===== src/rtl/core/apid_pkg.sv =====
// Package for the anti-windup PID controller: types, widths, register indexes,
// datapath command codes. No dependencies.
package apid_pkg;

    localparam int DATA_WIDTH = 32;
    localparam int CFG_COUNT = 8;
    localparam int CFG_IDX_W = 3;
    localparam int GAIN_SHIFT = 24;

    localparam logic [CFG_IDX_W-1:0] REG_KP   = 3'd0;
    localparam logic [CFG_IDX_W-1:0] REG_BETA = 3'd1;
    localparam logic [CFG_IDX_W-1:0] REG_BI   = 3'd2;
    localparam logic [CFG_IDX_W-1:0] REG_BR   = 3'd3;
    localparam logic [CFG_IDX_W-1:0] REG_AD   = 3'd4;
    localparam logic [CFG_IDX_W-1:0] REG_BD   = 3'd5;
    localparam logic [CFG_IDX_W-1:0] REG_VA   = 3'd6;
    localparam logic [CFG_IDX_W-1:0] REG_VB   = 3'd7;

    localparam logic [31:0] GAIN_ONE = 32'h0100_0000;

    // datapath operation codes
    localparam logic [3:0] OP_NONE   = 4'd0;
    localparam logic [3:0] OP_LOAD   = 4'd1;  // latch the request
    localparam logic [3:0] OP_BR     = 4'd2;  // t0 = beta*r
    localparam logic [3:0] OP_P      = 4'd3;  // p = kp*(t0 - y)
    localparam logic [3:0] OP_DIVGO  = 4'd4;  // start preset division
    localparam logic [3:0] OP_PRESET = 4'd5;  // I = q - p, D = 0, yprev = y
    localparam logic [3:0] OP_D1     = 4'd6;  // t0 = D*ad
    localparam logic [3:0] OP_D2     = 4'd7;  // D = t0 - bd*(y - yprev)
    localparam logic [3:0] OP_V      = 4'd8;  // v = va + vb*(p+I+D), clamp
    localparam logic [3:0] OP_I1     = 4'd9;  // t0 = bi*(r - y)
    localparam logic [3:0] OP_I2     = 4'd10; // I = I + t0 + br*(u - v)

    typedef struct packed {
        logic [3:0] op;
    } apid_cmd_t;

    typedef struct packed {
        logic div_busy;
    } apid_stat_t;

endpackage


===== src/rtl/core/apid_ctrl.sv =====
// Sequencer for one controller step: handshakes and datapath command issue.
// Depends on apid_pkg.
module apid_ctrl (
    input  logic                 clk,
    input  logic                 rst_n,
    input  logic                 in_valid,
    output logic                 in_ready,
    input  logic                 restart,
    output logic                 out_valid,
    input  logic                 out_ready,
    input  logic                 cfg_write,
    input  apid_pkg::apid_stat_t stat,
    output apid_pkg::apid_cmd_t  cmd
);
    localparam logic [3:0] S_IDLE  = 4'd0;
    localparam logic [3:0] S_BR    = 4'd1;
    localparam logic [3:0] S_P     = 4'd2;
    localparam logic [3:0] S_DIVGO = 4'd3;
    localparam logic [3:0] S_DIVW  = 4'd4;
    localparam logic [3:0] S_PRE   = 4'd5;
    localparam logic [3:0] S_D1    = 4'd6;
    localparam logic [3:0] S_D2    = 4'd7;
    localparam logic [3:0] S_V     = 4'd8;
    localparam logic [3:0] S_I1    = 4'd9;
    localparam logic [3:0] S_I2    = 4'd10;
    localparam logic [3:0] S_OUT   = 4'd11;

    logic [3:0] state_reg, state_next;
    logic       init_reg, init_next;
    logic       rst_req_reg, rst_req_next;
    logic       dwait_reg, dwait_next;

    always_comb
    begin
        state_next = state_reg;
        init_next = init_reg | cfg_write;
        rst_req_next = rst_req_reg;
        dwait_next = 1'b0;
        cmd.op = apid_pkg::OP_NONE;
        in_ready = (state_reg == S_IDLE);
        out_valid = (state_reg == S_OUT);
        unique case (state_reg)
            S_IDLE:
            begin
                if (in_valid)
                begin
                    cmd.op = apid_pkg::OP_LOAD;
                    rst_req_next = restart;
                    state_next = S_BR;
                end
            end
            S_BR:
            begin
                cmd.op = apid_pkg::OP_BR;
                state_next = S_P;
            end
            S_P:
            begin
                cmd.op = apid_pkg::OP_P;
                state_next = (init_reg || rst_req_reg) ? S_DIVGO : S_D1;
            end
            S_DIVGO:
            begin
                cmd.op = apid_pkg::OP_DIVGO;
                dwait_next = 1'b1;
                state_next = S_DIVW;
            end
            S_DIVW:
            begin
                if (!dwait_reg && !stat.div_busy)
                    state_next = S_PRE;
            end
            S_PRE:
            begin
                cmd.op = apid_pkg::OP_PRESET;
                init_next = 1'b0;
                state_next = S_D1;
            end
            S_D1:
            begin
                cmd.op = apid_pkg::OP_D1;
                state_next = S_D2;
            end
            S_D2:
            begin
                cmd.op = apid_pkg::OP_D2;
                state_next = S_V;
            end
            S_V:
            begin
                cmd.op = apid_pkg::OP_V;
                state_next = S_I1;
            end
            S_I1:
            begin
                cmd.op = apid_pkg::OP_I1;
                state_next = S_I2;
            end
            S_I2:
            begin
                cmd.op = apid_pkg::OP_I2;
                state_next = S_OUT;
            end
            S_OUT:
            begin
                if (out_ready)
                    state_next = S_IDLE;
            end
            default:
            begin
                state_next = S_IDLE;
            end
        endcase
    end

    always_ff @(posedge clk or negedge rst_n)
    begin
        if (!rst_n)
        begin
            state_reg <= S_IDLE;
            init_reg <= 1'b1;
            rst_req_reg <= 1'b0;
            dwait_reg <= 1'b0;
        end
        else
        begin
            state_reg <= state_next;
            init_reg <= init_next;
            rst_req_reg <= rst_req_next;
            dwait_reg <= dwait_next;
        end
    end
endmodule


===== config.mk =====
export PLATFORM = sky130hd
export DESIGN_NAME = apid_ctrl
export DESIGN_NICKNAME = d
export VERILOG_FILES = /design/src/rtl/core/apid_pkg.sv /design/src/rtl/core/apid_ctrl.sv
export SDC_FILE = /design/constraint.sdc
export NUM_CORES = 1
export LEC_CHECK = 0
export BUFFER_PORTS_ARGS = -buffer_cell sky130_fd_sc_hd__buf_2
export CAP_MARGIN = 20
export CORE_AREA = 4 4 41 43
export DETAILED_ROUTE_END_ITERATION = 12
export DIE_AREA = 0 0 45 47
export HOLD_SLACK_MARGIN = 0.03
export PLACE_DENSITY = 0.64
export SLEW_MARGIN = 10
export SYNTH_ARGS = -nofsm -noshare
export SYNTH_HDL_FRONTEND = slang
export SYNTH_SLANG_ARGS = --single-unit

===== constraint.sdc =====
create_clock -name clk -period 1.6 [get_ports clk]
set_clock_uncertainty 0.2 [all_clocks]
set_input_delay 0.08 -clock clk [delete_from_list [all_inputs] [get_ports clk]]
set_output_delay 0.08 -clock clk [all_outputs]
set_load 0.01 [all_outputs]

Word-level counts from Yosys, hierarchy flattened

Index checks and enable logic that the tools add are counted.

Flip-flop bits (word level): 7
Bits in latches: 0
Bits in writable memories: 0
Memory bits (read-only): 0
Input port bits: 7
Output and inout port bits: 6
Logic and storage cells: 35
Memories: 0

Add/sub/neg operators: 0
Multipliers: 0
Divide/modulo/power cells: 0
Order comparisons: 0
Equality and inequality tests: 14
Shifts and indexed selects: 0
Muxes and demuxes: 9
Bitwise logic cells: 1
Reductions and logical operators: 7

Operators by type and width:

| operator                                                                | count |
|---|---|
| 4-bit one-hot mux with 12 select lines                                  | 1 |
| 4-bit one-hot mux with 10 select lines                                  | 1 |
| 4-bit by 3-bit equality test with 1-bit output, second input constant   | 4 |
| 4-bit equality test, second input constant                              | 4 |
| 4-bit 2-to-1 mux                                                        | 3 |
| 4-bit by 2-bit equality test with 1-bit output, second input constant   | 2 |
| 4-bit by 1-bit equality test with 1-bit output, second input constant   | 1 |
| 4-bit logical NOT                                                       | 1 |
| 2-bit inequality test, second input constant                            | 2 |
| 1-bit 2-to-1 mux                                                        | 3 |
| 3-bit 2-to-1 mux                                                        | 1 |
| 3-bit AND reduction                                                     | 1 |
| 1-bit logical NOT                                                       | 2 |
| 2-bit by 1-bit inequality test with 1-bit output, second input constant | 1 |
| 2-bit AND reduction                                                     | 1 |
| 1-bit logical AND                                                       | 1 |
| 1-bit logical OR                                                        | 1 |
| 1-bit OR                                                                | 1 |

Logic depth before layout (Yosys ltp)

Gate-level depths: netlist (run 1).

Depth after elaboration: 4
Depth in mapped cells: 4
Gate-level depth less buffers: 3

Worst setup path before layout (run 1)

Ideal clock, no wire load.

Path kind: reg-to-reg
Start: register state_reg[1]
End: register rst_req_reg
Setup time: 0.125 ns
Data arrival time: 1.143 ns
Data required time: 1.275 ns
Path slack: 0.132 ns
Cell stages (with the launch flop): 4
Buffers on the path: 0
Clock period less this slack: 1.468 ns
Cell sequence: dfrtp_1 > nor4_4 > nand2_1 > mux2_4

Word-level cells in the longest chain between the ends: 2

RTL lines:

| item                          | RTL line         | RTL |
|---|---|---|
| start, declared               | apid_ctrl.sv:28  | `logic [3:0] state_reg, state_next;` |
| start signal, assigned        | apid_ctrl.sv:127 | `state_reg <= state_next;` |
| 4-bit logical NOT             | --               |  |
| named net in_ready            | apid_ctrl.sv:7   | `output logic in_ready,` |
| 2-bit AND reduction (no line) | --               |  |
| end signal, assigned          | apid_ctrl.sv:129 | `rst_req_reg <= rst_req_next;` |
| end, declared                 | apid_ctrl.sv:30  | `logic rst_req_reg, rst_req_next;` |

The timed path passes the listed nets, and every way through them passes these cells.
A chain may end at the register's enable or synchronous reset.

==> flow_summary.html, run 1 <==
<table>
<tr><th>Metric</th><th>Value</th></tr>
<tr><th colspan="2">Clock tree</th></tr>
<tr><td>Root buffer cell</td><td>clkbuf_4</td></tr>
<tr><td>Total clock buffers created by CTS</td><td>3</td></tr>
<tr><td>Maximum level of the CTS H-tree</td><td>1</td></tr>
<tr><td>Largest buffer count on any clock path</td><td>2</td></tr>
<tr><td>Later-pin clock latency in the skew report</td><td>260 ps</td></tr>
<tr><td>Number of sinks driven by the clock tree</td><td>7</td></tr>
<tr><td>CTS clk-pin slew, worst paths</td><td>60 ps</td></tr>
<tr><td>TritonCTS clock tree</td><td>yes</td></tr>
<tr><th colspan="2">Finish</th></tr>
<tr><td>Layout net count</td><td>91</td></tr>
<tr><td>Area occupied by registers</td><td>approximately 180 um^2</td></tr>
<tr><td>Antenna diode count</td><td>0</td></tr>
<tr><td>Multi-input gate area</td><td>271.5 um^2</td></tr>
<tr><td>Count of fill cells added during filler insertion</td><td>128</td></tr>
<tr><td>Largest register FFs</td><td>4</td></tr>
<tr><td>Final core area utilization</td><td>57.98%</td></tr>
<tr><td>Proportion of layout cells with a drive suffix above 1</td><td>48.19%</td></tr>
<tr><td>Leading cell type in the layout, fill and taps excluded</td><td>buf_2</td></tr>
<tr><td>Area added between synthesis and finish</td><td>67.04%</td></tr>
<tr><td>Commonest cells after routing, fill and taps aside</td><td>buf_2, buf_4, dlygate4sd3_1</td></tr>
<tr><th colspan="2">Die</th></tr>
<tr><td>Area enclosed by the die boundary</td><td>2115 um^2</td></tr>
<tr><td>Number of ports placed on the die boundary</td><td>13</td></tr>
<tr><td>Row count</td><td>13</td></tr>
<tr><td>Floorplan core area</td><td>between 1000 and 1500 um^2</td></tr>
<tr><td>Horizontal extent of the die</td><td>roughly 45 um</td></tr>
<tr><td>Starting density of the core</td><td>34.71%</td></tr>
<tr><td>Floorplan die height</td><td>47 um</td></tr>
<tr><th colspan="2">STA</th></tr>
<tr><td>Unrepaired setup endpoints after global routing</td><td>yes</td></tr>
<tr><td>PnR worst setup slack</td><td>26.79 ps</td></tr>
<tr><td>Hold Violations, Final</td><td>0</td></tr>
<tr><td>Headroom to the max-slew limit</td><td>78.62%</td></tr>
<tr><td>Post-route clock period utilization</td><td>98.33%</td></tr>
<tr><td>Final Max Tran Viols</td><td>0</td></tr>
<tr><td>Final critical delay including setup and external delays</td><td>1573 ps</td></tr>
<tr><td>Actual slew at the worst max-slew pin</td><td>about 320 ps</td></tr>
<tr><td>Setup violations, final</td><td>0</td></tr>
<tr><td>Max Clk Rate</td><td>635.6 MHz</td></tr>
<tr><td>Worst Hold Slack</td><td>97.30 ps</td></tr>
<tr><th colspan="2">GRT</th></tr>
<tr><td>Overall Global Routing Usage</td><td>13.28%</td></tr>
<tr><td>Global-route wire length before repair</td><td>1.904 mm</td></tr>
<tr><td>Gr ovfl total</td><td>0</td></tr>
<tr><td>Maximum number of pins on one net before global-route repair</td><td>14</td></tr>
<tr><td>Via count of the first global-routing pass</td><td>448</td></tr>
<tr><td>Antenna violations before repair</td><td>0</td></tr>
<tr><th colspan="2">Worst setup path</th></tr>
<tr><td>Worst endpoint data arrival time</td><td>1290 ps</td></tr>
<tr><td>FF-to-FF setup slack</td><td>70 ps</td></tr>
<tr><td>RR Endpoint</td><td>rst_req_reg$_DFFE_PN0P_</td></tr>
<tr><td>Worst flop-to-flop path startpoint</td><td>state_reg[0]$_DFFE_PN0P_</td></tr>
<tr><td>Crit-path max FO</td><td>6</td></tr>
<tr><td>Startpoint types</td><td>flip-flop</td></tr>
<tr><td>Type of the worst setup path</td><td>reg -&gt; out</td></tr>
<tr><td>Depth of the worst register-to-register path</td><td>4</td></tr>
<tr><td>Sort of element at the end of the critical path</td><td>primary output</td></tr>
<tr><td>CP required</td><td>~1300 ps</td></tr>
<tr><th colspan="2">Yosys</th></tr>
<tr><td>Syn nets</td><td>58</td></tr>
<tr><td>Number of cells produced by synthesis</td><td>between 50 and 60</td></tr>
<tr><td>Count of distinct cell types in the synthesized netlist</td><td>23</td></tr>
<tr><td>Synth area leader</td><td>dfrtp_1</td></tr>
<tr><td>Mean instance size in the synthesized netlist</td><td>between 8 and 9 um^2</td></tr>
<tr><td>Area of the mapped netlist</td><td>451.7 um^2</td></tr>
<tr><td>Most common flop cell mapped by yosys</td><td>dfrtp_1</td></tr>
<tr><td>Top-area cell type share of the netlist area</td><td>about a third</td></tr>
<tr><td>Share of synthesized registers carrying an async set or reset</td><td>100.0%</td></tr>
<tr><td>Warnings, synthesis</td><td>0</td></tr>
<tr><td>Register bit total from synthesis</td><td>7</td></tr>
<tr><td>Synth top area cells</td><td>dfrtp_1, dfstp_2, nor2_1, a21oi_1, a21o_1</td></tr>
<tr><td>Proportion of synthesized chip area in sequential cells</td><td>39.06%</td></tr>
<tr><td>Number of flops mapped to enable cells by yosys</td><td>0</td></tr>
<tr><th colspan="2">Placed design</th></tr>
<tr><td>Final Wtd Congestion</td><td>0.8026</td></tr>
<tr><td>Worst setup slack before clock tree synthesis</td><td>162.4 ps</td></tr>
<tr><td>HPWL after detailed placement</td><td>768.4 um</td></tr>
<tr><td>Port buffer count</td><td>12</td></tr>
<tr><th colspan="2">Routing</th></tr>
<tr><td>Iteration-0 DRC count of the detailed router</td><td>3</td></tr>
<tr><td>Routed WL</td><td>1.191 mm</td></tr>
<tr><td>Total DRC errors in the routed layout</td><td>0</td></tr>
<tr><td>Post-detailed-route via-to-cell ratio</td><td>4.969</td></tr>
<tr><td>TritonRoute pass-1 iters</td><td>4</td></tr>
<tr><td>Count of vias placed by the detailed router</td><td>487</td></tr>
<tr><td>Routed Antenna Nets</td><td>0</td></tr>
<tr><td>Average detailed-routed wire length per instance</td><td>approximately 12 um</td></tr>
<tr><th colspan="2">Run</th></tr>
<tr><td>Number of max-cap violations</td><td>0</td></tr>
<tr><th colspan="2">Hold path</th></tr>
<tr><td>Worst min path class</td><td>in -&gt; async</td></tr>
<tr><th colspan="2">Status</th></tr>
<tr><td>Result of the run</td><td>finished, final reports clean</td></tr>
<tr><th colspan="2">Power</th></tr>
<tr><td>Switching portion of total power</td><td>41.60%</td></tr>
<tr><td>Leakage power figure</td><td>0.3622 nW</td></tr>
<tr><td>Clock network power share</td><td>around a tenth</td></tr>
<tr><td>Cell-internal power</td><td>0.9403 mW</td></tr>
<tr><td>VDD IR-drop max</td><td>990.8 uV</td></tr>
<tr><td>Power share of the sequential group</td><td>between 20 and 25%</td></tr>
<tr><td>Power share of the combinational group</td><td>67.8%</td></tr>
<tr><td>Total net switching power</td><td>0.6699 mW</td></tr>
<tr><td>P per Cell Area</td><td>2134 nW/um^2</td></tr>
</table>
## final cells by class
type | count | share of cell area, %
clock buffers | 3 | 2.985
clock inverters | 1 | 0.6633
inverters | 3 | 1.493
multi-input cells | 37 | 35.99
flip-flops and latches | 7 | 23.71
well taps | 15 | 2.488
repair buffers | 32 | 32.67
## synth_stat cells (2+ instances only)
master    n
a21o_1    3
a21oi_1   5
buf_4     3
dfrtp_1   6
inv_1     3
nand2_1   4
nor2_1    7
nor3_1    2
o211ai_1  2
o21ai_0   3
## kinds of logic after synthesis
| kind of cell | synth area share [%] |
|---|---|
| buf+inv | 8.586 |
| compound gates | 28.25 |
| flops | 39.06 |
| mux | 3.323 |
| simple gates | 20.78 |
## worst max-delay path, stage by stage (launching register included)
cell	delay [ps]
dfrtp_2	460
buf_6	140
nor4_4	230
a21o_1	100
buf_2	120
## per-layer routing
| layer | track usage, % | wire length (um) | vias to the layer above |
|---|---|---|---|
| li1 | - | - | 249 |
| met1 | 13.89 | 520 | 221 |
| met2 | 22.60 | 568 | 15 |
| met3 | 6.897 | 92 | 2 |
| met4 | 5.263 | 10 | 0 |
| met5 | 0 | 0 | - |
## worst max path at each step
stage	startpoint	end	slack, ps	cells after the start
floorplan	state_reg[1]$_DFFE_PN0P_	rst_req_reg$_DFFE_PN0P_	130	3
global placement	state_reg[3]$_DFFE_PN0P_	rst_req_reg$_DFFE_PN0P_	180	3
detailed placement	state_reg[2]$_DFFE_PN0P_	cmd[0]	160	4
CTS	state_reg[3]$_DFFE_PN0P_	cmd[0]	0.6	4
global route	state_reg[2]$_DFFE_PN0P_	cmd[0]	-50	4
finish	state_reg[2]$_DFFE_PN0P_	cmd[0]	30	4
## power by group through the flow
stage               logic (mW)  registers [mW]  clock network [mW]
floorplan                0.563           0.351                   0
global placement         0.734           0.374                   0
detailed placement       0.739           0.380                   0
CTS                      0.992           0.355               0.174
global route              1.21           0.366               0.187
finish                    1.09           0.356               0.162
## what timing repair did
item | 4_1_cts | 5_1_grt
endpoints found under the hold margin | 12 | 0
setup endpoints to repair | 2 | 5
cloned | 0 | 0
buffers inserted | 7 | 2
resized for setup | 9 | 8
hold buffers | 7 | 0
pin swaps | 0 | 1
## per-stage QoR
stage	cells	area (um^2)	TNS [ps]	power, mW
final	98	754.5	0	1.610
after global routing	98	754.5	-96.45	1.765
after CTS	96	723.2	0	1.521
after detailed placement	78	533.0	0	1.119
after global placement	78	533.0	0	1.108
after floorplan	51	451.7	0	0.9135
Note: power is estimated with default switching activity, not from simulation.
==> run 2: changes to the inputs <==
Settings changed: PLACE_DENSITY 0.64 to not set.
==> run 2 against run 1 <==
  * Sequential share of layout area up 0.24 points
  * Utilization down 0.58 points
  * Count of clock-buffer cells in the layout up 1
  * Hold slack better by 3.4 ps
  * Flip-flop and latch count unchanged
  * Fmax up 0.24%
  * Largest cell class unchanged
  * Largest power group unchanged
==> flow_summary.html, run 2 (synthesized netlist as in run 1, its figures left out) <==
<table>
<tr><th>Metric</th><th>Value</th></tr>
<tr><th colspan="2">Worst setup path</th></tr>
<tr><td>CP required</td><td>1320 ps</td></tr>
<tr><td>Crit-path max FO</td><td>7</td></tr>
<tr><td>Sort of element at the end of the critical path</td><td>primary output</td></tr>
<tr><td>Depth of the worst register-to-register path</td><td>4</td></tr>
<tr><td>Critical path endpoint</td><td>cmd[0]</td></tr>
<tr><td>Startpoint types</td><td>flip-flop</td></tr>
<tr><td>Worst setup path startpoint</td><td>state_reg[3]$_DFFE_PN0P_</td></tr>
<tr><td>FF-to-FF setup slack</td><td>between 30 and 40 ps</td></tr>
<tr><td>Worst endpoint data arrival time</td><td>~1300 ps</td></tr>
<tr><td>Type of the worst setup path</td><td>reg -&gt; out</td></tr>
<tr><td>Worst flop-to-flop path startpoint</td><td>state_reg[3]$_DFFE_PN0P_</td></tr>
<tr><td>RR Endpoint</td><td>rst_req_reg$_DFFE_PN0P_</td></tr>
<tr><th colspan="2">STA</th></tr>
<tr><td>Worst Hold Slack</td><td>slightly above 100 ps</td></tr>
<tr><td>Max Clk Rate</td><td>637.1 MHz</td></tr>
<tr><td>Headroom to the max-slew limit</td><td>79.54%</td></tr>
<tr><td>Hold Violations, Final</td><td>0</td></tr>
<tr><td>Unrepaired setup endpoints after global routing</td><td>yes</td></tr>
<tr><td>Final Max Tran Viols</td><td>0</td></tr>
<tr><td>Actual slew at the worst max-slew pin</td><td>305.9 ps</td></tr>
<tr><td>Post-route clock period utilization</td><td>98.09%</td></tr>
<tr><td>Final critical delay including setup and external delays</td><td>1569 ps</td></tr>
<tr><td>Setup violations, final</td><td>0</td></tr>
<tr><th colspan="2">Placed design</th></tr>
<tr><td>Port buffer count</td><td>12</td></tr>
<tr><td>HPWL after detailed placement</td><td>813.2 um</td></tr>
<tr><td>Final Wtd Congestion</td><td>roughly 0.75</td></tr>
<tr><th colspan="2">Die</th></tr>
<tr><td>Horizontal extent of the die</td><td>45 um</td></tr>
<tr><td>Area enclosed by the die boundary</td><td>around 2100 um^2</td></tr>
<tr><td>Floorplan core area</td><td>1301 um^2</td></tr>
<tr><td>Starting density of the core</td><td>about a third</td></tr>
<tr><td>Floorplan die height</td><td>between 40 and 50 um</td></tr>
<tr><td>Number of ports placed on the die boundary</td><td>13</td></tr>
<tr><td>Row count</td><td>13</td></tr>
<tr><th colspan="2">Routing</th></tr>
<tr><td>Iteration-0 DRC count of the detailed router</td><td>3</td></tr>
<tr><td>Count of vias placed by the detailed router</td><td>499</td></tr>
<tr><td>Total DRC errors in the routed layout</td><td>0</td></tr>
<tr><td>Post-detailed-route via-to-cell ratio</td><td>4.990</td></tr>
<tr><td>Routed WL</td><td>1.283 mm</td></tr>
<tr><td>Routed Antenna Nets</td><td>0</td></tr>
<tr><td>TritonRoute pass-1 iters</td><td>2</td></tr>
<tr><td>Average detailed-routed wire length per instance</td><td>12.83 um</td></tr>
<tr><th colspan="2">Power</th></tr>
<tr><td>VDD IR-drop max</td><td>990.1 uV</td></tr>
<tr><td>P per Cell Area</td><td>2144 nW/um^2</td></tr>
<tr><td>Leakage power figure</td><td>around 0.36 nW</td></tr>
<tr><th colspan="2">Run</th></tr>
<tr><td>Number of max-cap violations</td><td>0</td></tr>
<tr><th colspan="2">Finish</th></tr>
<tr><td>Leading cell type in the layout, fill and taps excluded</td><td>buf_4</td></tr>
<tr><td>Largest register FFs</td><td>4</td></tr>
<tr><td>Commonest cells after routing, fill and taps aside</td><td>buf_4, buf_2, dlygate4sd3_1, nor2_1, a21oi_1</td></tr>
<tr><td>Proportion of layout cells with a drive suffix above 1</td><td>45.88%</td></tr>
<tr><td>Antenna diode count</td><td>0</td></tr>
<tr><td>Layout net count</td><td>93</td></tr>
<tr><td>Area added between synthesis and finish</td><td>65.37%</td></tr>
<tr><td>Final core area utilization</td><td>57.40%</td></tr>
<tr><th colspan="2">Status</th></tr>
<tr><td>Result of the run</td><td>finished, final reports clean</td></tr>
<tr><th colspan="2">Hold path</th></tr>
<tr><td>Worst min path class</td><td>in -&gt; async</td></tr>
<tr><th colspan="2">Clock tree</th></tr>
<tr><td>Total clock buffers created by CTS</td><td>3</td></tr>
<tr><td>Largest buffer count on any clock path</td><td>2</td></tr>
<tr><td>Number of sinks driven by the clock tree</td><td>7</td></tr>
<tr><td>CTS clk-pin slew, worst paths</td><td>60 ps</td></tr>
<tr><td>Maximum level of the CTS H-tree</td><td>1</td></tr>
<tr><td>TritonCTS clock tree</td><td>yes</td></tr>
<tr><td>Root buffer cell</td><td>clkbuf_4</td></tr>
<tr><td>Later-pin clock latency in the skew report</td><td>260 ps</td></tr>
<tr><th colspan="2">GRT</th></tr>
<tr><td>Maximum number of pins on one net before global-route repair</td><td>12</td></tr>
<tr><td>Gr ovfl total</td><td>0</td></tr>
<tr><td>Global-route wire length before repair</td><td>~2.0 mm</td></tr>
<tr><td>Antenna violations before repair</td><td>0</td></tr>
<tr><td>Overall Global Routing Usage</td><td>13.50%</td></tr>
<tr><td>Via count of the first global-routing pass</td><td>481</td></tr>
</table>
==> run 2: timing repair <==
action                                  CTS  global route
resized for setup                         4             8
hold endpoints to repair                 12             0
hold buffers                              7             0
setup buffers                             5             4
endpoints found under the setup margin    4             6
==> run 2: worst max-delay path: stages, from the launching register on <==
cell and delay, ps:
dfrtp_2 450, buf_4 160, nand2b_4 70, o21ai_1 60, a21o_1 170, buf_2 130
==> run 2: layout make-up <==
type / count / area, um^2
fillers: 110 / 554.3
flip-flops and latches: 7 / 178.9
clock buffers: 4 / 26.28
multi-input cells: 37 / 261.5
repair buffers: 34 / 250.2
inverters: 3 / 11.26
well taps: 15 / 18.77
==> run 2: metal layers <==
metal	track usage [%]	part of all wire, %	vias up	wire (um)
met5	0	0	-	0
met4	5.263	1.3	0	17
met3	5.747	5.9	4	76
met2	22.32	47	11	603
met1	15.47	46	233	586
li1	-	-	251	-
==> run 2: how the worst min path moves through the flow <==
stage	slack, ps	depth (start not counted)	start	endpoint
floorplan	-420	0	rst_n	dwait_reg$_DFF_PN0_
global placement	-270	1	rst_n	rst_req_reg$_DFFE_PN0P_
detailed placement	-280	1	rst_n	rst_req_reg$_DFFE_PN0P_
CTS	100	2	rst_n	init_reg$_DFF_PN1_
global route	90	2	rst_n	init_reg$_DFF_PN1_
finish	100	2	rst_n	init_reg$_DFF_PN1_
==> run 2: report_power, final <==
part | internal [mW] | switching, mW | total (mW)
Combinational | 0.567 | 0.496 | 1.06
Sequential | 0.276 | 0.0951 | 0.371
Clock | 0.0956 | 0.0722 | 0.168
==> run 2: stage by stage <==
| step | instances | cell area (um^2) | power [mW] | setup TNS, ps | setup WS (ps) |
|---|---|---|---|---|---|
| 6_report | 100 | 747.0 | 1.602 | 0 | 30.50 |
| 5_1_grt | 100 | 747.0 | 1.725 | -83.63 | -30.44 |
| 3_5_place_dp | 80 | 548.0 | 1.157 | 0 | 147.6 |
| 2_1_floorplan | 51 | 451.7 | 0.9135 | 0 | 132.2 |
| 4_1_cts | 96 | 698.2 | 1.462 | 0 | 6.846 |
| 3_3_place_gp | 80 | 548.0 | 1.145 | 0 | 140.2 |
